`src/hdl/rvex_pkg.sv`:
```
// Shared types and constants of the RV64IM execute block.
// Holds the channel structs, the decoded-item format and the instruction codes.
// No dependencies; every other file imports this package.
`default_nettype none
package rvex_pkg;

	typedef struct packed {
		logic        operation;
		logic [31:0] instruction;
		logic [63:0] load_data;
	} in_item_t;

	typedef struct packed {
		logic [63:0] next_pc;
		logic [1:0]  mem_kind;
		logic [63:0] mem_address;
		logic [1:0]  mem_size_log2;
		logic [63:0] mem_write_data;
		logic        writeback_valid;
		logic [4:0]  writeback_index;
		logic [63:0] writeback_value;
		logic [2:0]  status;
		logic [63:0] halt_code;
	} out_item_t;

	localparam logic [1:0] MEM_NONE  = 2'd0;
	localparam logic [1:0] MEM_READ  = 2'd1;
	localparam logic [1:0] MEM_WRITE = 2'd2;

	localparam logic [1:0] LG_BYTE = 2'd0;
	localparam logic [1:0] LG_HALF = 2'd1;
	localparam logic [1:0] LG_WORD = 2'd2;
	localparam logic [1:0] LG_DBL  = 2'd3;

	localparam logic [2:0] STAT_OK       = 3'd0;
	localparam logic [2:0] STAT_HALT     = 3'd1;
	localparam logic [2:0] STAT_ILLEGAL  = 3'd2;
	localparam logic [2:0] STAT_BAD_CSR  = 3'd3;
	localparam logic [2:0] STAT_LOAD_PND = 3'd4;

	localparam logic [6:0] OPC_LUI    = 7'h37;
	localparam logic [6:0] OPC_AUIPC  = 7'h17;
	localparam logic [6:0] OPC_JAL    = 7'h6F;
	localparam logic [6:0] OPC_JALR   = 7'h67;
	localparam logic [6:0] OPC_BRANCH = 7'h63;
	localparam logic [6:0] OPC_LOAD   = 7'h03;
	localparam logic [6:0] OPC_STORE  = 7'h23;
	localparam logic [6:0] OPC_OPIMM  = 7'h13;
	localparam logic [6:0] OPC_OPIMM32 = 7'h1B;
	localparam logic [6:0] OPC_OP     = 7'h33;
	localparam logic [6:0] OPC_OP32   = 7'h3B;
	localparam logic [6:0] OPC_SYSTEM = 7'h73;

	localparam logic [31:0] INST_MRET   = 32'h3020_0073;
	localparam logic [31:0] INST_ECALL  = 32'h0000_0073;
	localparam logic [31:0] INST_EBREAK = 32'h0010_0073;

	localparam logic [11:0] CSR_MEPC    = 12'h341;
	localparam logic [11:0] CSR_MCAUSE  = 12'h342;
	localparam logic [11:0] CSR_MSTATUS = 12'h300;
	localparam logic [11:0] CSR_MTVEC   = 12'h305;

	localparam logic [63:0] CAUSE_ECALL_M = 64'hB;
	localparam logic [63:0] RESET_PC      = 64'h8000_0000;
	localparam logic [4:0]  REG_A0        = 5'd10;

	typedef enum logic [3:0] {
		K_ALU, K_JAL, K_JALR, K_BRANCH, K_LOAD, K_STORE, K_CSR, K_CSR_BAD,
		K_MRET, K_ECALL, K_EBREAK, K_ILLEGAL, K_MDU, K_LDATA
	} kind_t;

	typedef enum logic [3:0] {
		ALU_ADD, ALU_SUB, ALU_SLL, ALU_SLT, ALU_SLTU, ALU_XOR, ALU_SRL, ALU_SRA,
		ALU_OR, ALU_AND
	} alu_op_t;

	typedef enum logic [1:0] {A_REG, A_PC, A_ZERO} a_src_t;

	typedef enum logic [2:0] {BR_EQ, BR_NE, BR_LT, BR_GE, BR_LTU, BR_GEU} br_t;

	typedef enum logic [1:0] {
		CSR_SEL_MEPC, CSR_SEL_MCAUSE, CSR_SEL_MSTATUS, CSR_SEL_MTVEC
	} csr_sel_t;

	typedef enum logic [2:0] {MD_MUL, MD_DIV, MD_DIVU, MD_REM, MD_REMU} md_op_t;

	typedef struct packed {
		kind_t       kind;
		alu_op_t     alu;
		a_src_t      a_src;
		logic        b_imm;
		logic        word;
		br_t         br;
		csr_sel_t    csr;
		logic        csr_set;
		md_op_t      md;
		logic [1:0]  mem_lg;
		logic        ld_uns;
		logic [4:0]  rd;
		logic [4:0]  rs1;
		logic [4:0]  rs2;
		logic [63:0] imm;
		logic [63:0] load_data;
	} uop_t;

	typedef struct packed {
		logic   start;
		md_op_t op;
		logic   word;
	} md_ctl_t;

	function automatic logic [63:0] sx32(input logic [63:0] x);
		return {{32{x[31]}}, x[31:0]};
	endfunction

endpackage
`default_nettype wire

```
`src/hdl/rvex_queue.sv`:
```
// Two-entry queue of decoded micro-ops between the front and back ends.
// Depends on rvex_pkg.
`default_nettype none
module rvex_queue (
	input  wire logic          clk,
	input  wire logic          arst_n,
	input  wire logic          push,
	input  rvex_pkg::uop_t     push_data,
	output logic               push_ready,
	output logic               pop_valid,
	input  wire logic          pop,
	output rvex_pkg::uop_t     pop_data
);
	import rvex_pkg::*;

	uop_t       entry_q [2];
	logic       wr_ptr_q, rd_ptr_q;
	logic [1:0] count_q;
	logic       do_push, do_pop;

	assign push_ready = (count_q != 2'd2);
	assign pop_valid  = (count_q != 2'd0);
	assign pop_data   = entry_q[rd_ptr_q];
	assign do_push    = push && push_ready;
	assign do_pop     = pop && pop_valid;

	always_ff @(posedge clk or negedge arst_n) begin
		if (!arst_n) begin
			wr_ptr_q <= 1'b0;
			rd_ptr_q <= 1'b0;
			count_q  <= 2'd0;
		end else begin
			if (do_push) wr_ptr_q <= ~wr_ptr_q;
			if (do_pop) rd_ptr_q <= ~rd_ptr_q;
			if (do_push && !do_pop) count_q <= count_q + 2'd1;
			else if (do_pop && !do_push) count_q <= count_q - 2'd1;
		end
	end

	always_ff @(posedge clk) begin
		if (do_push) entry_q[wr_ptr_q] <= push_data;
	end

endmodule
`default_nettype wire

```
`config.mk`:
```
export PLATFORM = sky130hd
export DESIGN_NAME = rvex_queue
export DESIGN_NICKNAME = d
export VERILOG_FILES = /design/src/hdl/rvex_pkg.sv /design/src/hdl/rvex_queue.sv
export SDC_FILE = /design/constraint.sdc
export NUM_CORES = 1
export LEC_CHECK = 0
export ABC_CLOCK_PERIOD_IN_PS = 7880
export BUFFER_PORTS_ARGS = -buffer_cell sky130_fd_sc_hd__buf_2
export CAP_MARGIN = 5
export CELL_PAD_IN_SITES_DETAIL_PLACEMENT = 1
export CELL_PAD_IN_SITES_GLOBAL_PLACEMENT = 1
export CORE_MARGIN = 2
export CORE_UTILIZATION = 40
export CTS_CLUSTER_DIAMETER = 30
export DETAILED_ROUTE_END_ITERATION = 12
export PLACE_DENSITY = 0.84
export SYNTH_ARGS = -nofsm -noshare
export SYNTH_HDL_FRONTEND = slang
export SYNTH_SLANG_ARGS = --single-unit
```
`constraint.sdc`:
```
create_clock -name clk -period 7.88 [get_ports clk]
set_input_delay 1.182 -clock clk [delete_from_list [all_inputs] [get_ports clk]]
set_output_delay 1.182 -clock clk [all_outputs]
set_load 0.01 [all_outputs]
```
==> run metrics, run 1 <==
Crit. End Element output port; initial antenna violation count 8; crit path launch type register; Worst slew margin 0.315; vias after detailed routing between 6000 and 7000; Vias/cell ~4.7; post-CTS resize count 0; IO Pins 340; status completed; worst-path fanout max 64; period utilisation layout 0.530; top post-synthesis cells by area edfxtp_1 (79%), mux2_4 (12%), mux2_2 (5.9%), buf_6 (1.3%), dfrtp_1 (0.79%); Post-synth EDFFs 334; Starting Density 0.404; worst skew pair latency 0.55 ns; Post-Layout Cell Count 1397; Post-CTS Setup Inserts 0; grt ovf 0; most frequent cell after synthesis edfxtp_1; Syn Inst Count 538; Seq. cell area 10100 um^2; DRC 0; share of layout cells above drive strength 1 0.627; DR pass1 iterations 4; worst slack, placed 4.21 ns; Die H around 180 um; DP Area 14700 um^2; pwr/cell area 428 nW/um^2; syn_area_per_cell 23.6 um^2; Post-synth ARST share 0.0118; gpl congestion ~0.77; Clock transition at path regs 0.04 ns; # rows 65; H-Tree Depth 3; Slew @ Worst Pin 1.03 ns; Leakage about 6.8 nW; Max VDD drop 0.313 mV; final core utilization 0.545; dpl cells 1266; antenna viol nets, final 0; Pins Over Slew Limit 0; filler instances 2898; final setup violation count 0; CTS Buf Count 69; Clock Path Buffers 3; yosys warns 0; total track usage 0.171; Final Instance Area 17100 um^2; post-DP HPWL 18800 um; largest area contributor in the netlist edfxtp_1; final setup TNS 0 ns; largest net degree at the start of global routing between 70 and 80; sequential-to-total area share from yosys stat 0.799; synthesized area ~13000 um^2; CORE AREA 31400 um^2; worst clock skew 0.0129 ns; area of the multi-input gates about 2400 um^2; RSZ-0062 raised after global routing no; Die Span X 182 um; CTS root buf clkbuf_16; Setup WS post-layout approximately 3.7 ns; number of global-route vias before repair between 7000 and 8000; Highest Clock Rate 0.240 GHz; first-pass GRT wire length 42800 um; total clock sinks 338; Worst Path Required between 6 and 7 ns; syn nets 710; Port Buffer Count 339; total wire length 28500 um; Final min period 4.17 ns; die area 33100 um^2; CP Data Arrival Time around 3 ns; DR WL/cell 20.4 um; Post-synth top cells edfxtp_1 (334), mux2_4 (101), mux2_2 (66); share of the synthesized area in the top cell type 0.791; CTS tree done; flops & latches, synth 338; 1st-iter DRT viols about 260; post-synthesis cell type count 15; fin nets between 1000 and 1500; Hold Fails Final Rpt 0; Setup CP Type reg -> out; Hold Crit Class in -> async; Layout area overhead 35.1%; Post-synth top flop edfxtp_1; total of max-cap violations 0; hold-fix buffers at CTS 0
-- final cells by class --
class / count / area share
flip-flops and latches: 338 / 0.592
clock buffers: 80 / 0.108
clock inverters: 46 / 0.0296
repair buffers: 345 / 0.102
diodes: 5 / 0.000731
multi-input cells: 180 / 0.138
inverters: 1 / 0.000219
well taps: 402 / 0.0294
-- routing by layer --
layer,up-vias,part of all wire,global-route usage
met5,-,0.0014,0
met4,6,0.027,0.0839
met3,61,0.079,0.0636
met2,295,0.53,0.300
met1,3290,0.37,0.182
li1,2981,-,-
-- final timing paths --
kind                            slack [ns]       start              to  depth (start not counted)
worst max-delay path                  3.71    rd_ptr_q   pop_data[142]                          3
worst min-delay path                  0.44      arst_n        rd_ptr_q                          1
worst max register to register        5.05  count_q[0]  entry_q[0][79]                          4
worst min register to register        0.49  count_q[1]      count_q[1]                          1
max in group asynchronous             7.31      arst_n        rd_ptr_q                          1
min in group clk                      0.49  count_q[1]      count_q[1]                          1
-- flip-flops by register name, indices dropped and copies added (netlist names) --
signal,count
count_q,2
entry_q,334
rd_ptr_q,1
wr_ptr_q,1
-- power breakdown --
| group | leakage [nW] | total (mW) | internal (mW) | switching, mW |
|---|---|---|---|---|
| Combinational | 2.50 | 1.80 | 0.878 | 0.924 |
| Sequential | 3.15 | 2.64 | 2.47 | 0.165 |
| Clock | 1.14 | 2.89 | 1.98 | 0.913 |
-- per-stage QoR --
stage / hold WS [ns] / power, mW
floorplan: 0.456 / 3.92
global placement: 0.485 / 4.42
detailed placement: 0.486 / 4.49
CTS: 0.411 / 7.43
global route: 0.412 / 7.64
finish: 0.441 / 7.33
-- critical path, cell delays in order (launching register included) --
cell     delay [ns]
dfrtp_4        0.91
buf_4          0.87
mux2_2         0.43
buf_2          0.15
-- cell usage in the layout (no fill, tap or decap) --
master and instances:
dfrtp_4 1, inv_6 5, clkinv_1 14, mux2_2 66, bufinv_16 9, inv_1 1, nand2b_1 1, nor2_4 1
xnor2_1 3, ha_1 1, clkinvlp_4 5, and3_4 1, diode_2 5, nor2_1 1, xor2_1 2, nand2_1 2
clkbuf_1 7, dfrtp_1 3, clkinv_4 4, edfxtp_1 334, buf_2 339, clkinv_2 7, mux2_4 101, clkinv_8 2
buf_4 6, clkbuf_16 73, or2_2 1
-- cells by family (layout without fill, tap and decap cells) --
kind of cell	after synthesis	after routing	share of synthesized area
xor+xnor	5	5	0.00346
fa+ha+maj	1	1	0.000987
buf+inv	20	472	0.0152
flops	338	338	0.799
mux	167	167	0.178
other cells	0	5	0
simple gates	7	7	0.00267
(Power assumes the default switching activity.)
==> run 2, diff against run 1 <==
Settings changed: ABC_CLOCK_PERIOD_IN_PS 7880 to 3390.
Clock period 7.88 ns to 3.39 ns, I/O delays scaled along.
==> run metrics, run 2 (synthesized netlist as in run 1, its figures left out) <==
CP Data Arrival Time 2.38 ns (-0.61 ns); CTS tree done; Die H 182 um (unchanged); initial antenna violation count 7 (-1); Max VDD drop 0.501 mV (+60%); Slew @ Worst Pin 0.705 ns (-0.322 ns); total clock sinks 338 (unchanged); register with the most flip-flops entry_q; total wire length 28400 um (-0.42%); Post-Layout Cell Count 1390 (-0.50%); commonest non-fill, non-tap cell in the layout buf_2; Clock transition at path regs 0.05 ns (about the same); crit path launch type register; Worst Path Required 2.88 ns (-3.82 ns); Setup CP Type reg -> out; total of max-cap violations 0 (unchanged); Starting Density 0.404 (unchanged); Crit. End Element output port; CTS root buf clkbuf_16; Layout area overhead 33.0%; switch share 0.287 (+0.0138); first-pass GRT wire length 42700 um (about the same); Worst slew margin 0.530 (+0.214); worst clock skew 0.0168 ns (+0.00392 ns); 1st-iter DRT viols 315 (+22%); most frequent cells in the layout buf_2 (339), edfxtp_1 (334), mux2_4 (101), mux2_2 (66), clkbuf_16 (61); RSZ-0062 raised after global routing no; final setup violation count 0 (unchanged); CORE AREA 31400 um^2 (unchanged); CTS Buf Count 61 (-12%); worst-path fanout max 56 (-13%); Die Span X 182 um (unchanged); Hold Fails Final Rpt 0 (unchanged); total track usage 0.170 (-0.00147); antenna viol nets, final 0 (unchanged); Vias/cell 4.70 (-1.1%); combinational power share 0.272 (+0.026); IO Pins 340 (unchanged); Leakage 6.65 nW (-2.1%); Total Power 16.1 mW (+120%); DP Area 14900 um^2 (+1.0%); share of layout cells above drive strength 1 0.630 (+0.00281); Hold Crit Class in -> reg; Port Buffer Count 339 (unchanged); worst slack, placed 1.04 ns (-3.17 ns); Setup WS post-layout 0.503 ns (-3.20 ns); largest net degree at the start of global routing 86 (+16%); # rows 65 (unchanged); H-Tree Depth 2 (-1); fin nets 1106 (-0.090%); filler instances 2883 (-0.52%); number of global-route vias before repair 7444 (-0.79%); status completed; Sw Pwr 4.61 mW (+130%); gpl congestion 0.755 (-1.5%); pwr/cell area 953 nW/um^2 (+120%); Reg power frac 0.378 (+0.018); DRC 0 (unchanged); Clk pwr share 0.350 (-0.044); dpl cells 1272 (+0.47%); final setup TNS 0 ns (unchanged); grt ovf 0 (unchanged); max reg flops 334 (unchanged); Pins Over Slew Limit 0 (unchanged); vias after detailed routing 6528 (-1.6%); Post-CTS Setup Inserts 0 (unchanged); DR pass1 iterations 4 (unchanged); die area 33100 um^2 (unchanged); worst skew pair latency 0.56 ns (about the same); largest registers entry_q x334, count_q x2; Highest Clock Rate 0.346 GHz; Pint 11.5 mW (+110%); period utilisation layout 0.852; post-DP HPWL 19000 um (+1.3%); DR WL/cell 20.4 um (about the same); Final min period 2.89 ns; Clock Path Buffers 3 (unchanged); Final Instance Area 16900 um^2 (-1.5%)
run 2: worst paths after layout:
check / startpoint / slack (ns) / endpoint / depth (start not counted)
setup reg to reg: count_q[0] / 1.43 / entry_q[1][25] / 3
setup / recovery: rd_ptr_q / 0.50 / pop_data[163] / 3
hold reg to reg: count_q[0] / 0.53 / count_q[0] / 1
min in group asynchronous: arst_n / 0.32 / count_q[1] / 2
max in group asynchronous: arst_n / 2.93 / rd_ptr_q / 2
hold / removal: push_data[124] / 0.13 / entry_q[0][124] / 1
run 2: per-stage QoR:
step | utilization | hold WS, ns
2_1_floorplan | - | 0.213
6_report | 0.537 | 0.128
3_3_place_gp | 0.474 | 0.319
5_1_grt | 0.537 | 0.0979
4_1_cts | 0.537 | 0.0938
3_5_place_dp | 0.474 | 0.321
run 2: critical path, stage by stage, from the launching register on:
cell	delay (ns)
dfrtp_4	0.79
buf_12	0.39
mux2_2	0.42
buf_2	0.15
run 2: area by class of cell:
type | instances | area [um^2] | share of cell area
repair buffers | 352 | 1880 | 0.112
inverters | 1 | 3.75 | 0.000223
clock inverters | 47 | 397 | 0.0235
clock buffers | 66 | 1550 | 0.0917
diodes | 4 | 10.0 | 0.000594
well taps | 402 | 503 | 0.0298
flip-flops and latches | 338 | 10100 | 0.601
multi-input cells | 180 | 2380 | 0.141
run 2: what timing repair did:
action                     4_1_cts  5_1_grt
hold endpoints to repair         4        0
hold buffers                     1        0
resized for setup                0        0
setup endpoints to repair        0        0
run 2: power groups by stage:
| stage | clock (mW) | combinational (mW) | sequential, mW |
|---|---|---|---|
| final | 5.61 | 4.37 | 6.07 |
| after CTS | 5.74 | 4.46 | 6.09 |
| after detailed placement | 0 | 4.43 | 6.16 |
| after floorplan | 0 | 3.01 | 6.02 |
| after global placement | 0 | 4.34 | 6.08 |
| after global routing | 5.93 | 4.67 | 6.16 |
run 2: layer usage:
| metal | track usage | part of all wire | vias to the layer above | wire, um |
|---|---|---|---|---|
| met5 | 0 | 0.0014 | - | 39 |
| met4 | 0.0606 | 0.021 | 6 | 583 |
| met3 | 0.0628 | 0.078 | 47 | 2230 |
| met2 | 0.306 | 0.53 | 266 | 15100 |
| met1 | 0.183 | 0.37 | 3241 | 10500 |
| li1 | - | - | 2968 | - |
==> run 3, diff against run 2 <==
Settings changed: ABC_CLOCK_PERIOD_IN_PS 3390 to 3450, CELL_PAD_IN_SITES_DETAIL_PLACEMENT 1 to 0, CELL_PAD_IN_SITES_GLOBAL_PLACEMENT 1 to 2, CORE_UTILIZATION 40 to 42, PLACE_DENSITY 0.84 to 0.94.
Clock period 3.39 ns to 3.45 ns, I/O delays scaled along.
==> run metrics, run 3 (synthesized netlist as in run 1, its figures left out) <==
status completed; CTS root buf clkbuf_16; Die Span X 178 um (-2.4%); total clock sinks 338 (unchanged); Die H 178 um (-2.4%); hold depth 1 (unchanged); reg2reg path depth 3 (unchanged); Setup WS post-layout 0.882 ns (+0.379 ns); worst r2r dst entry_q[1][122]; DR pass1 iterations 4 (unchanged); post-CTS resize count 0 (unchanged); fin nets 1103 (-0.27%); worst skew pair latency 0.56 ns (about the same); Slew @ Worst Pin 0.686 ns (-0.0195 ns); die area 31600 um^2 (-4.7%); Worst Path Required 2.93 ns (+0.05 ns); antenna viol nets, final 0 (unchanged); total wire length 24400 um (-14%); final setup violation count 0 (unchanged); reg2reg start count_q[0]; Clock Path Buffers 3 (unchanged); Crit. End Element output port; vias after detailed routing 6403 (-1.9%); Total Power 15.7 mW (-2.3%); 1st-iter DRT viols 238 (-24%); Worst Hold Path EP entry_q[0][85]; worst clock skew 0.0208 ns (+0.00398 ns); IO Pins 340 (unchanged); Final Instance Area 16900 um^2 (about the same); worst-path fanout max 75 (+34%); max reg flops 334 (unchanged); CTS Buf Count 58 (-4.9%); Post-Layout Cell Count 1375 (-1.1%); hold-fix buffers at CTS 1 (unchanged); grt ovf 0 (unchanged); worst hold slack 0.142 ns (+0.0140 ns); Worst slew margin 0.542 (+0.0119); worst slack, placed 1.36 ns (+0.323 ns); Layout area overhead 33.1% (about the same); number of global-route vias before repair 6741 (-9.4%); register with the most flip-flops entry_q; CTS tree done; Setup CP Type reg -> out; Pins Over Slew Limit 0 (unchanged); first-pass GRT wire length 35900 um (-16%); post-DP HPWL 16200 um (-15%); Highest Clock Rate 0.389 GHz; CORE AREA 29600 um^2 (-5.6%); Starting Density 0.428 (+0.0239); period utilisation layout 0.744; gpl congestion 0.728 (-3.5%); CP Data Arrival Time 2.05 ns (-0.33 ns); initial antenna violation count 9 (+2); largest net degree at the start of global routing 76 (-12%); DR WL/cell 17.8 um (-13%); # rows 63 (-3.1%); H-Tree Depth 2 (unchanged); Hold Fails Final Rpt 0 (unchanged); dpl cells 1260 (-0.94%); largest registers entry_q x334, count_q x2; Clock transition at path regs 0.05 ns (about the same); Port Buffer Count 339 (unchanged); RSZ-0062 raised after global routing no; total track usage 0.149 (-0.0203); DP Area 14900 um^2 (-0.10%); R2R setup slack 1.46 ns (+0.03 ns); total of max-cap violations 0 (unchanged); DRC 0 (unchanged); most frequent cells in the layout buf_2 (339), edfxtp_1 (334), mux2_4 (101), mux2_2 (66), clkbuf_16 (59); Leakage 6.66 nW (+0.25%); crit path launch type register; Hold Crit Class in -> reg; pwr/cell area 931 nW/um^2 (-2.3%); Max VDD drop 0.606 mV (+21%); Final min period 2.57 ns; Vias/cell 4.66 (-0.84%); Hold Path Origin push_data[85]; Post-CTS Setup Inserts 0 (unchanged); commonest non-fill, non-tap cell in the layout buf_2; share of layout cells above drive strength 1 0.635 (+0.00461)
==> run 3: changes by cell type in the layout (fill, tap and decap cells not counted) <==
cell,delta
inv_8,+3
clkbuf_1,+2
clkinv_2,+2
diode_2,+1
bufinv_16,+2
clkbuf_16,-2
clkinvlp_4,-1
clkinv_1,-8
clkinv_4,-1
clkinv_8,+2
inv_6,-3
==> run 3: area by class of cell <==
| cell class | instances | area [um^2] |
|---|---|---|
| multi-input cells | 180 | 2380 |
| clock buffers | 66 | 1500 |
| clock inverters | 43 | 460 |
| repair buffers | 352 | 1880 |
| diodes | 5 | 12.5 |
| inverters | 1 | 3.75 |
| well taps | 390 | 488 |
| flip-flops and latches | 338 | 10100 |
| fillers | 2311 | 12800 |
==> run 3: critical path, stage by stage, from the launching register on <==
cell	delay, ns
dfrtp_4	0.49
buf_12	0.37
mux2_2	0.39
buf_2	0.14
==> run 3: per-layer routing <==
metal  vias up  track usage  share of wire
met5         -            0         0.0020
met4         8       0.0625          0.028
met3        57       0.0553          0.090
met2       252        0.260           0.52
met1      3120        0.164           0.36
li1       2966            -              -
==> run 3: worst max-delay path by stage <==
stage | from | to | cells after the start
after floorplan | count_q[0] | entry_q[0][0] | 3
after global placement | push | entry_q[1][55] | 3
after detailed placement | push | entry_q[0][55] | 4
after CTS | rd_ptr_q | pop_data[3] | 3
after global routing | rd_ptr_q | pop_data[160] | 3
final | rd_ptr_q | pop_data[130] | 3
==> run 3: power by group <==
part / switching, mW / total [mW] / internal [mW]
sequential: 0.229 / 5.85 / 5.62
clock: 1.93 / 5.53 / 3.61
combinational: 2.22 / 4.31 / 2.10
total: 4.37 / 15.7 / 11.3
==> run 3: stage by stage <==
step                utilization  setup TNS [ns]
global placement          0.502               0
detailed placement        0.502               0
global route              0.569               0
CTS                       0.569               0
floorplan                     -           -9.82
finish                    0.569               0
