<file path="src/hdl/rvex_pkg.sv">
// Shared types and constants of the RV64IM execute block.
// Holds the channel structs, the decoded-item format and the instruction codes.
// No dependencies; every other file imports this package.
`default_nettype none
package rvex_pkg;

	typedef struct packed {
		logic        operation;
		logic [31:0] instruction;
		logic [63:0] load_data;
	} in_item_t;

	typedef struct packed {
		logic [63:0] next_pc;
		logic [1:0]  mem_kind;
		logic [63:0] mem_address;
		logic [1:0]  mem_size_log2;
		logic [63:0] mem_write_data;
		logic        writeback_valid;
		logic [4:0]  writeback_index;
		logic [63:0] writeback_value;
		logic [2:0]  status;
		logic [63:0] halt_code;
	} out_item_t;

	localparam logic [1:0] MEM_NONE  = 2'd0;
	localparam logic [1:0] MEM_READ  = 2'd1;
	localparam logic [1:0] MEM_WRITE = 2'd2;

	localparam logic [1:0] LG_BYTE = 2'd0;
	localparam logic [1:0] LG_HALF = 2'd1;
	localparam logic [1:0] LG_WORD = 2'd2;
	localparam logic [1:0] LG_DBL  = 2'd3;

	localparam logic [2:0] STAT_OK       = 3'd0;
	localparam logic [2:0] STAT_HALT     = 3'd1;
	localparam logic [2:0] STAT_ILLEGAL  = 3'd2;
	localparam logic [2:0] STAT_BAD_CSR  = 3'd3;
	localparam logic [2:0] STAT_LOAD_PND = 3'd4;

	localparam logic [6:0] OPC_LUI    = 7'h37;
	localparam logic [6:0] OPC_AUIPC  = 7'h17;
	localparam logic [6:0] OPC_JAL    = 7'h6F;
	localparam logic [6:0] OPC_JALR   = 7'h67;
	localparam logic [6:0] OPC_BRANCH = 7'h63;
	localparam logic [6:0] OPC_LOAD   = 7'h03;
	localparam logic [6:0] OPC_STORE  = 7'h23;
	localparam logic [6:0] OPC_OPIMM  = 7'h13;
	localparam logic [6:0] OPC_OPIMM32 = 7'h1B;
	localparam logic [6:0] OPC_OP     = 7'h33;
	localparam logic [6:0] OPC_OP32   = 7'h3B;
	localparam logic [6:0] OPC_SYSTEM = 7'h73;

	localparam logic [31:0] INST_MRET   = 32'h3020_0073;
	localparam logic [31:0] INST_ECALL  = 32'h0000_0073;
	localparam logic [31:0] INST_EBREAK = 32'h0010_0073;

	localparam logic [11:0] CSR_MEPC    = 12'h341;
	localparam logic [11:0] CSR_MCAUSE  = 12'h342;
	localparam logic [11:0] CSR_MSTATUS = 12'h300;
	localparam logic [11:0] CSR_MTVEC   = 12'h305;

	localparam logic [63:0] CAUSE_ECALL_M = 64'hB;
	localparam logic [63:0] RESET_PC      = 64'h8000_0000;
	localparam logic [4:0]  REG_A0        = 5'd10;

	typedef enum logic [3:0] {
		K_ALU, K_JAL, K_JALR, K_BRANCH, K_LOAD, K_STORE, K_CSR, K_CSR_BAD,
		K_MRET, K_ECALL, K_EBREAK, K_ILLEGAL, K_MDU, K_LDATA
	} kind_t;

	typedef enum logic [3:0] {
		ALU_ADD, ALU_SUB, ALU_SLL, ALU_SLT, ALU_SLTU, ALU_XOR, ALU_SRL, ALU_SRA,
		ALU_OR, ALU_AND
	} alu_op_t;

	typedef enum logic [1:0] {A_REG, A_PC, A_ZERO} a_src_t;

	typedef enum logic [2:0] {BR_EQ, BR_NE, BR_LT, BR_GE, BR_LTU, BR_GEU} br_t;

	typedef enum logic [1:0] {
		CSR_SEL_MEPC, CSR_SEL_MCAUSE, CSR_SEL_MSTATUS, CSR_SEL_MTVEC
	} csr_sel_t;

	typedef enum logic [2:0] {MD_MUL, MD_DIV, MD_DIVU, MD_REM, MD_REMU} md_op_t;

	typedef struct packed {
		kind_t       kind;
		alu_op_t     alu;
		a_src_t      a_src;
		logic        b_imm;
		logic        word;
		br_t         br;
		csr_sel_t    csr;
		logic        csr_set;
		md_op_t      md;
		logic [1:0]  mem_lg;
		logic        ld_uns;
		logic [4:0]  rd;
		logic [4:0]  rs1;
		logic [4:0]  rs2;
		logic [63:0] imm;
		logic [63:0] load_data;
	} uop_t;

	typedef struct packed {
		logic   start;
		md_op_t op;
		logic   word;
	} md_ctl_t;

	function automatic logic [63:0] sx32(input logic [63:0] x);
		return {{32{x[31]}}, x[31:0]};
	endfunction

endpackage
`default_nettype wire

</file>
<file path="src/hdl/rvex_front.sv">
// Front end: accepts input items and classifies them into decoded micro-ops.
// Depends on rvex_pkg; feeds rvex_queue.
`default_nettype none
module rvex_front (
	input  wire logic             in_valid,
	output logic                  in_ready,
	input  rvex_pkg::in_item_t    in_item,
	output logic                  q_push,
	output rvex_pkg::uop_t        q_data,
	input  wire logic             q_ready
);
	import rvex_pkg::*;

	localparam logic [2:0] F3_ADD = 3'd0, F3_SLL = 3'd1, F3_SLT = 3'd2, F3_SLTU = 3'd3;
	localparam logic [2:0] F3_XOR = 3'd4, F3_SRL = 3'd5, F3_OR = 3'd6, F3_AND = 3'd7;
	localparam logic [2:0] F3_BEQ = 3'd0, F3_BNE = 3'd1, F3_BLT = 3'd4, F3_BGE = 3'd5;
	localparam logic [2:0] F3_BLTU = 3'd6, F3_BGEU = 3'd7;
	localparam logic [2:0] F3_MUL = 3'd0, F3_DIV = 3'd4, F3_DIVU = 3'd5;
	localparam logic [2:0] F3_REM = 3'd6, F3_REMU = 3'd7;
	localparam logic [2:0] F3_CSRRW = 3'd1, F3_CSRRS = 3'd2, F3_LOAD_BAD = 3'd7;
	localparam logic [6:0] F7_BASE = 7'h00, F7_ALT = 7'h20, F7_MULDIV = 7'h01;
	localparam logic [5:0] SH_LOGIC = 6'h00, SH_ARITH = 6'h10;

	logic [31:0] inst;
	logic [2:0]  f3;
	logic [6:0]  f7;
	logic [63:0] imm_i, imm_s, imm_b, imm_j, imm_u;

	assign inst  = in_item.instruction;
	assign f3    = inst[14:12];
	assign f7    = inst[31:25];
	assign imm_i = {{52{inst[31]}}, inst[31:20]};
	assign imm_s = {{52{inst[31]}}, inst[31:25], inst[11:7]};
	assign imm_b = {{51{inst[31]}}, inst[31], inst[7], inst[30:25], inst[11:8], 1'b0};
	assign imm_j = {{43{inst[31]}}, inst[31], inst[19:12], inst[20], inst[30:21], 1'b0};
	assign imm_u = {{32{inst[31]}}, inst[31:12], 12'b0};

	assign in_ready = q_ready;
	assign q_push   = in_valid;

	always_comb begin
		q_data           = '0;
		q_data.kind      = K_ILLEGAL;
		q_data.alu       = ALU_ADD;
		q_data.a_src     = A_REG;
		q_data.rd        = inst[11:7];
		q_data.rs1       = inst[19:15];
		q_data.rs2       = inst[24:20];
		q_data.load_data = in_item.load_data;
		if (in_item.operation) begin
			q_data.kind = K_LDATA;
		end else begin
			case (inst[6:0])
				OPC_LUI, OPC_AUIPC: begin
					q_data.kind  = K_ALU;
					q_data.a_src = (inst[6:0] == OPC_LUI) ? A_ZERO : A_PC;
					q_data.b_imm = 1'b1;
					q_data.imm   = imm_u;
				end
				OPC_JAL: begin
					q_data.kind = K_JAL;
					q_data.imm  = imm_j;
				end
				OPC_JALR: begin
					q_data.imm = imm_i;
					if (f3 == F3_ADD) q_data.kind = K_JALR;
				end
				OPC_BRANCH: begin
					q_data.imm  = imm_b;
					q_data.kind = K_BRANCH;
					case (f3)
						F3_BEQ:  q_data.br = BR_EQ;
						F3_BNE:  q_data.br = BR_NE;
						F3_BLT:  q_data.br = BR_LT;
						F3_BGE:  q_data.br = BR_GE;
						F3_BLTU: q_data.br = BR_LTU;
						F3_BGEU: q_data.br = BR_GEU;
						default: q_data.kind = K_ILLEGAL;
					endcase
				end
				OPC_LOAD: begin
					q_data.imm    = imm_i;
					q_data.mem_lg = f3[1:0];
					q_data.ld_uns = f3[2];
					if (f3 != F3_LOAD_BAD) q_data.kind = K_LOAD;
				end
				OPC_STORE: begin
					q_data.imm    = imm_s;
					q_data.mem_lg = f3[1:0];
					if (!f3[2]) q_data.kind = K_STORE;
				end
				OPC_OPIMM: begin
					q_data.kind  = K_ALU;
					q_data.b_imm = 1'b1;
					q_data.imm   = imm_i;
					case (f3)
						F3_ADD:  q_data.alu = ALU_ADD;
						F3_SLT:  q_data.alu = ALU_SLT;
						F3_SLTU: q_data.alu = ALU_SLTU;
						F3_XOR:  q_data.alu = ALU_XOR;
						F3_OR:   q_data.alu = ALU_OR;
						F3_AND:  q_data.alu = ALU_AND;
						F3_SLL: begin
							q_data.alu = ALU_SLL;
							if (inst[31:26] != SH_LOGIC) q_data.kind = K_ILLEGAL;
						end
						default: begin
							if (inst[31:26] == SH_LOGIC) q_data.alu = ALU_SRL;
							else if (inst[31:26] == SH_ARITH) q_data.alu = ALU_SRA;
							else q_data.kind = K_ILLEGAL;
						end
					endcase
				end
				OPC_OPIMM32: begin
					q_data.kind  = K_ALU;
					q_data.word  = 1'b1;
					q_data.b_imm = 1'b1;
					q_data.imm   = imm_i;
					if (f3 == F3_ADD) q_data.alu = ALU_ADD;
					else if (f3 == F3_SLL && f7 == F7_BASE) q_data.alu = ALU_SLL;
					else if (f3 == F3_SRL && f7 == F7_BASE) q_data.alu = ALU_SRL;
					else if (f3 == F3_SRL && f7 == F7_ALT) q_data.alu = ALU_SRA;
					else q_data.kind = K_ILLEGAL;
				end
				OPC_OP, OPC_OP32: begin
					q_data.word = (inst[6:0] == OPC_OP32);
					q_data.kind = K_ALU;
					if (f7 == F7_MULDIV) begin
						q_data.kind = K_MDU;
						case (f3)
							F3_MUL:  q_data.md = MD_MUL;
							F3_DIV:  q_data.md = MD_DIV;
							F3_DIVU: q_data.md = MD_DIVU;
							F3_REM:  q_data.md = MD_REM;
							F3_REMU: q_data.md = MD_REMU;
							default: q_data.kind = K_ILLEGAL;
						endcase
					end else if (f7 == F7_ALT) begin
						if (f3 == F3_ADD) q_data.alu = ALU_SUB;
						else if (f3 == F3_SRL && q_data.word) q_data.alu = ALU_SRA;
						else q_data.kind = K_ILLEGAL;
					end else if (f7 == F7_BASE) begin
						case (f3)
							F3_ADD:  q_data.alu = ALU_ADD;
							F3_SLL:  q_data.alu = ALU_SLL;
							F3_SLT:  q_data.alu = ALU_SLT;
							F3_SLTU: q_data.alu = ALU_SLTU;
							F3_XOR:  q_data.alu = ALU_XOR;
							F3_SRL:  q_data.alu = ALU_SRL;
							F3_OR:   q_data.alu = ALU_OR;
							default: q_data.alu = ALU_AND;
						endcase
						// The word forms only have add, shift left and shift right.
						if (q_data.word && f3 != F3_ADD && f3 != F3_SLL && f3 != F3_SRL)
							q_data.kind = K_ILLEGAL;
					end else begin
						q_data.kind = K_ILLEGAL;
					end
				end
				OPC_SYSTEM: begin
					if (inst == INST_MRET) begin
						q_data.kind = K_MRET;
					end else if (f3 == F3_CSRRW || f3 == F3_CSRRS) begin
						q_data.kind    = K_CSR;
						q_data.csr_set = (f3 == F3_CSRRS);
						case (inst[31:20])
							CSR_MEPC:    q_data.csr = CSR_SEL_MEPC;
							CSR_MCAUSE:  q_data.csr = CSR_SEL_MCAUSE;
							CSR_MSTATUS: q_data.csr = CSR_SEL_MSTATUS;
							CSR_MTVEC:   q_data.csr = CSR_SEL_MTVEC;
							default:     q_data.kind = K_CSR_BAD;
						endcase
					end else if (inst == INST_ECALL) begin
						q_data.kind = K_ECALL;
					end else if (inst == INST_EBREAK) begin
						// The halt code is a0, read through the first port.
						q_data.kind = K_EBREAK;
						q_data.rs1  = REG_A0;
					end
				end
				default: q_data.kind = K_ILLEGAL;
			endcase
		end
	end

endmodule
`default_nettype wire

</file>
<file path="config.mk">
export PLATFORM = sky130hd
export DESIGN_NAME = rvex_front
export DESIGN_NICKNAME = d
export VERILOG_FILES = /design/src/hdl/rvex_pkg.sv /design/src/hdl/rvex_front.sv
export SDC_FILE = /design/constraint.sdc
export NUM_CORES = 1
export LEC_CHECK = 0
export BUFFER_PORTS_ARGS = -buffer_cell sky130_fd_sc_hd__buf_2
export CAP_MARGIN = 20
export CORE_AREA = 5 5 100 102
export DETAILED_ROUTE_END_ITERATION = 8
export DIE_AREA = 0 0 105 107
export PLACE_DENSITY_LB_ADDON = 0.12
export SYNTH_ARGS = -nofsm -noshare
export SYNTH_HDL_FRONTEND = slang
export SYNTH_SLANG_ARGS = --single-unit
</file>
<file path="constraint.sdc">
create_clock -name vclk -period 7.4
set_input_delay 2.22 -clock vclk [all_inputs]
set_output_delay 2.22 -clock vclk [all_outputs]
set_load 0.01 [all_outputs]
</file>
==> impl_metrics.json, run 1 <==
{
  "status": "completed",
  "pin_slew_with_the_least_headroom_to_its_limit_ps": 846.5,
  "port-buffer-count": 136,
  "die_width_microns": 105,
  "largest_area_contributor_in_the_synthesized_netlist": "sky130_fd_sc_hd__buf_4",
  "irDropWorstVdd_mv": 0.01874,
  "critical_path_class": "in2out",
  "grt_usage": 0.1443,
  "fmaxAchievable_mhz": 154.2,
  "synth.area.top_cells": "sky130_fd_sc_hd__buf_4 34%, sky130_fd_sc_hd__a21oi_1 6.2%, sky130_fd_sc_hd__nor2_1 4.8%",
  "n_antenna_cell": 0,
  "drv.max_cap_violation_count": 0,
  "post-route-drc-count": 0,
  "post_synth_num_cell_types": 58,
  "stdcell_count": 499,
  "postSynthCellCount": 386,
  "synth_warnings": 0,
  "final.period_utilization": 0.8766,
  "n_clock_buffer": 0,
  "hold_path_startpoint": "in_item[19]",
  "total_die_area_sq_um": 11240,
  "maxSlewViolCount": 0,
  "cts_resized": 0,
  "synth.avg_cell_area_sq_um": 6.256,
  "detailedRoute.firstPassIterationCount": 4,
  "grt_first_pass_wirelength_microns": 13610,
  "synth-seq-area-share": 0,
  "drt_wl_total_microns": 9144,
  "period_needed_ps": 6487,
  "critPathArrivalTime_ps": 4270,
  "die_h_microns": 107,
  "detailed_placement_wirelength_estimate_microns": 7290,
  "routed_wire_length_per_instance_microns": 18.32,
  "drt_iter0_markers": 115,
  "detail_route.vias_per_cell": 5.291,
  "worst_hold_path_type": "in2out",
  "rel_slew_slack": 0.4353,
  "static-leakage-power_nw": 1.059,
  "multiInputGateArea_sq_um": 1451,
  "layout_commonest_cell": "sky130_fd_sc_hd__buf_2",
  "finalSetupViolCount": 0,
  "floorplan.initialDensity": 0.2677,
  "worstHoldEndpoint": "q_data[19]",
  "post-place-cells": 499,
  "initial_antenna_violation_count": 0,
  "grt_setup_unrepaired": "no",
  "core.rowCount": 35,
  "ff_latch_area_sq_um": 0,
  "post_cts.repair.setup_buffers": 0,
  "seq_cell_count": 0,
  "grt_overflow_total": 0,
  "post_route_cells_drive_above_1_share": 0.3943,
  "placeable_core_region_sq_um": 9021,
  "synth_largest_type_area_fraction": 0.3358,
  "worst_setup_path_end_kind": "primary output",
  "largest_net_degree_at_the_start_of_global_routing": 34,
  "fin_nets": 489,
  "setup_total_negative_slack_ps": 0,
  "floorplan.io_pins": 268,
  "layout.cells.most_common_list": "136 x sky130_fd_sc_hd__buf_2, 31 x sky130_fd_sc_hd__nor2_1, 30 x sky130_fd_sc_hd__nand2_1, 30 x sky130_fd_sc_hd__a21oi_1, 15 x sky130_fd_sc_hd__nand3_1",
  "critical_path.max_fanout": 17,
  "crit_path_start_kind": "primary input",
  "power-per-cell-area_nw_per_um2": 35.62,
  "synthToLayoutAreaGrowth_pct": -4.093,
  "worst_hold_path.num_cells": 0,
  "first_global_vias": 2431,
  "mappedNetlistNets": 485,
  "cts.hold.buffers_added": 0,
  "detail-route-antenna-nets": 0,
  "globalplace.congestion": 0.8560,
  "num_vias": 2640,
  "fillers": 1038,
  "worst_ep_required_time_ps": 5180,
  "hold_viol": 0,
  "netlist_area_sq_um": 2415
}
## how the worst max path moves through the flow
stage	from	endpoint	slack, ps
finish	in_item[76]	q_data[166]	910
global route	in_item[68]	q_data[96]	770
CTS	in_item[76]	q_data[166]	930
detailed placement	in_item[76]	q_data[166]	930
global placement	in_item[76]	q_data[166]	900
floorplan	in_item[69]	q_data[100]	510
## critical path: stages
cell                       delay (ps)
sky130_fd_sc_hd__buf_2            310
sky130_fd_sc_hd__nor2b_1          450
sky130_fd_sc_hd__nand4_1          140
sky130_fd_sc_hd__a32oi_1          270
sky130_fd_sc_hd__nand4b_1         150
sky130_fd_sc_hd__or4_1            560
sky130_fd_sc_hd__buf_2            170
## cells by family (layout without fill, tap and decap cells)
group	after synthesis	after routing	synth area share
AO/OA/AOI/OAI	79	79	0.2197
buffers and inverters	144	146	0.4005
AND/OR/NAND/NOR	161	161	0.3725
XOR/XNOR	2	2	0.007255
## synth_stat cells, drive strengths merged (2+ instances only)
| cell type | instances |
|---|---|
| nor4 | 11 |
| nand2b | 9 |
| nor3 | 14 |
| nand4b | 2 |
| o31a | 2 |
| nor2 | 31 |
| a32oi | 2 |
| or3 | 4 |
| o22ai | 2 |
| a21o | 2 |
| and2 | 10 |
| or2 | 3 |
| a2bb2oi | 2 |
| nand3 | 15 |
| buf | 118 |
| nor3b | 3 |
| o2bb2ai | 2 |
| nor2b | 7 |
| or4b | 2 |
| clkbuf | 18 |
| and3 | 4 |
| or4 | 2 |
| o31ai | 4 |
| a21oi | 30 |
| a22oi | 5 |
| o211ai | 2 |
| and3b | 2 |
| o21ai | 9 |
| nand2 | 30 |
| inv | 8 |
| nand4 | 7 |
| a211oi | 6 |
| and4 | 2 |
## routing by layer
layer | up-vias | GRT usage | part of all wire
met5 | - | 0 | 0
met4 | 0 | 0.04201 | 0.029
met3 | 34 | 0.02047 | 0.088
met2 | 156 | 0.2329 | 0.45
met1 | 1198 | 0.1988 | 0.43
li1 | 1252 | - | -
## metrics by stage
stage | setup slack [ps] | power, mW | hold WS [ps] | utilization | area [sq um]
2_1_floorplan | 509.0 | 0.09326 | 4532 | - | 2415
3_3_place_gp | 904.2 | 0.08344 | 4440 | 0.2567 | 2316
3_5_place_dp | 931.7 | 0.08314 | 4440 | 0.2567 | 2316
4_1_cts | 925.7 | 0.08352 | 4440 | 0.2567 | 2316
5_1_grt | 773.7 | 0.09088 | 4440 | 0.2567 | 2316
6_report | 913.2 | 0.08249 | 4440 | 0.2567 | 2316
## area by class of cell
class	count	area share
multi-input cells	242	0.6267
well taps	111	0.05997
repair buffers	138	0.3004
inverters	8	0.01297
## power breakdown
part	switching [mW]	internal, mW
logic	0.0551	0.0274
clock network	0	0
registers	0	0
Note: power is estimated with default switching activity, not from simulation.
==> run 2, diff against run 1 <==
- CORE_AREA: 5 5 100 102 -> 2 2 103 105
- TNS_END_PERCENT: unset -> 1
==> run 2 against run 1 <==
Compared with the run above:
- global-route usage up 0.20 points
- hold slack stayed put
- via count grew 1.1%
- fmax decreased by 0.14%
- non-clock buffer count did not move
- final cell count up 5.0%
- critical path depth unchanged
- setup slack worse by 9.1 ps
- combinational power up 0.8%
- design area grew 1.4%
- critical endpoint unchanged
==> impl_metrics.json, run 2 (synthesis results as in run 1) <==
{
  "drv.max_cap_violation_count": 0,
  "hold_viol": 0,
  "finalSetupViolCount": 0,
  "worst_ep_required_time_ps": 5180,
  "drt_iter0_markers": 142,
  "largest_net_degree_at_the_start_of_global_routing": 34,
  "period_needed_ps": 6496,
  "power-per-cell-area_nw_per_um2": 35.43,
  "detail_route.vias_per_cell": 5.095,
  "fin_nets": 489,
  "drt_wl_total_microns": 9051,
  "pin_slew_with_the_least_headroom_to_its_limit_ps": 876.2,
  "maxSlewViolCount": 0,
  "worst_hold_path_type": "in2out",
  "die_width_microns": 105,
  "worstHoldEndpoint": "q_data[37]",
  "fmaxAchievable_mhz": 153.9,
  "layout_commonest_cell": "sky130_fd_sc_hd__buf_2",
  "grt_usage": 0.1463,
  "detail-route-antenna-nets": 0,
  "routed_wire_length_per_instance_microns": 17.27,
  "port-buffer-count": 136,
  "worst_hold_path.num_cells": 0,
  "critical_path_class": "in2out",
  "hold_path_startpoint": "in_item[37]",
  "critical_path.max_fanout": 17,
  "worst_setup_path_end_kind": "primary output",
  "post_cts.repair.setup_buffers": 0,
  "cts_resized": 0,
  "grt_overflow_total": 0,
  "initial_antenna_violation_count": 0,
  "cts.hold.buffers_added": 0,
  "globalplace.congestion": 0.8847,
  "n_clock_buffer": 0,
  "final.period_utilization": 0.8778,
  "total_die_area_sq_um": 11240,
  "status": "completed",
  "detailed_placement_wirelength_estimate_microns": 7215,
  "floorplan.initialDensity": 0.2393,
  "critPathArrivalTime_ps": 4280,
  "rel_slew_slack": 0.4155,
  "layout.cells.most_common_list": "136 x sky130_fd_sc_hd__buf_2, 31 x sky130_fd_sc_hd__nor2_1, 30 x sky130_fd_sc_hd__nand2_1, 30 x sky130_fd_sc_hd__a21oi_1, 15 x sky130_fd_sc_hd__nand3_1",
  "report.power.total_mw": 0.08317,
  "num_vias": 2670,
  "placeable_core_region_sq_um": 10090,
  "setup_total_negative_slack_ps": 0,
  "grt_first_pass_wirelength_microns": 13220,
  "first_global_vias": 2297,
  "n_antenna_cell": 0,
  "floorplan.io_pins": 268,
  "crit_path_start_kind": "primary input",
  "post_route_cells_drive_above_1_share": 0.3943,
  "finish.utilization": 0.2326,
  "ff_latch_area_sq_um": 0,
  "core.rowCount": 37,
  "finalHoldWorstSlack_ps": 4440,
  "static-leakage-power_nw": 1.059,
  "seq_cell_count": 0,
  "synthToLayoutAreaGrowth_pct": -2.798,
  "post-route-drc-count": 0,
  "die_h_microns": 107,
  "irDropWorstVdd_mv": 0.01383,
  "critPathLaunch": "in_item[76]",
  "grt_setup_unrepaired": "no",
  "detailedRoute.firstPassIterationCount": 4
}
[run 2: cell counts in the layout (fill, tap and decap cells not counted)]
Identical to the previous run, type by type.
[run 2: power by group]
part / internal (mW) / total [mW] / switching, mW / leakage (nW)
clock network: 0 / 0 / 0 / 0
registers: 0 / 0 / 0 / 0
logic: 0.0274 / 0.0832 / 0.0558 / 1.06
[run 2: area by class of cell]
| class | instances | area [sq um] |
|---|---|---|
| fillers | 1222 | 7745 |
| multi-input cells | 242 | 1451 |
| repair buffers | 138 | 695.7 |
| well taps | 136 | 170.2 |
| inverters | 8 | 30.03 |
[run 2: worst max-delay path by stage]
stage	cells after the start	end
finish	7	q_data[166]
global route	7	q_data[166]
CTS	7	q_data[166]
detailed placement	7	q_data[166]
global placement	7	q_data[166]
floorplan	8	q_data[100]
[run 2: per-stage QoR]
stage                     setup WS (ps)  area (sq um)  cells
final                             904.0          2347    524
after CTS                         943.7          2347    524
after floorplan                   509.0          2415    386
after detailed placement          943.4          2347    524
after global placement            885.6          2347    524
after global routing              749.8          2347    524
[run 2: metal layers]
metal,global-route usage,wire [microns],share of wire
met4,0.04571,271,0.030
met5,0,0,0
met1,0.1968,3837,0.42
met2,0.2435,4248,0.47
met3,0.01763,693,0.077
[run 2: worst max-delay path, cell delays in order]
cell and delay, ps:
sky130_fd_sc_hd__buf_2 320, sky130_fd_sc_hd__nor2b_1 410, sky130_fd_sc_hd__nand4_1 140, sky130_fd_sc_hd__a32oi_1 250, sky130_fd_sc_hd__nand4b_1 170, sky130_fd_sc_hd__or4_1 590, sky130_fd_sc_hd__buf_2 170
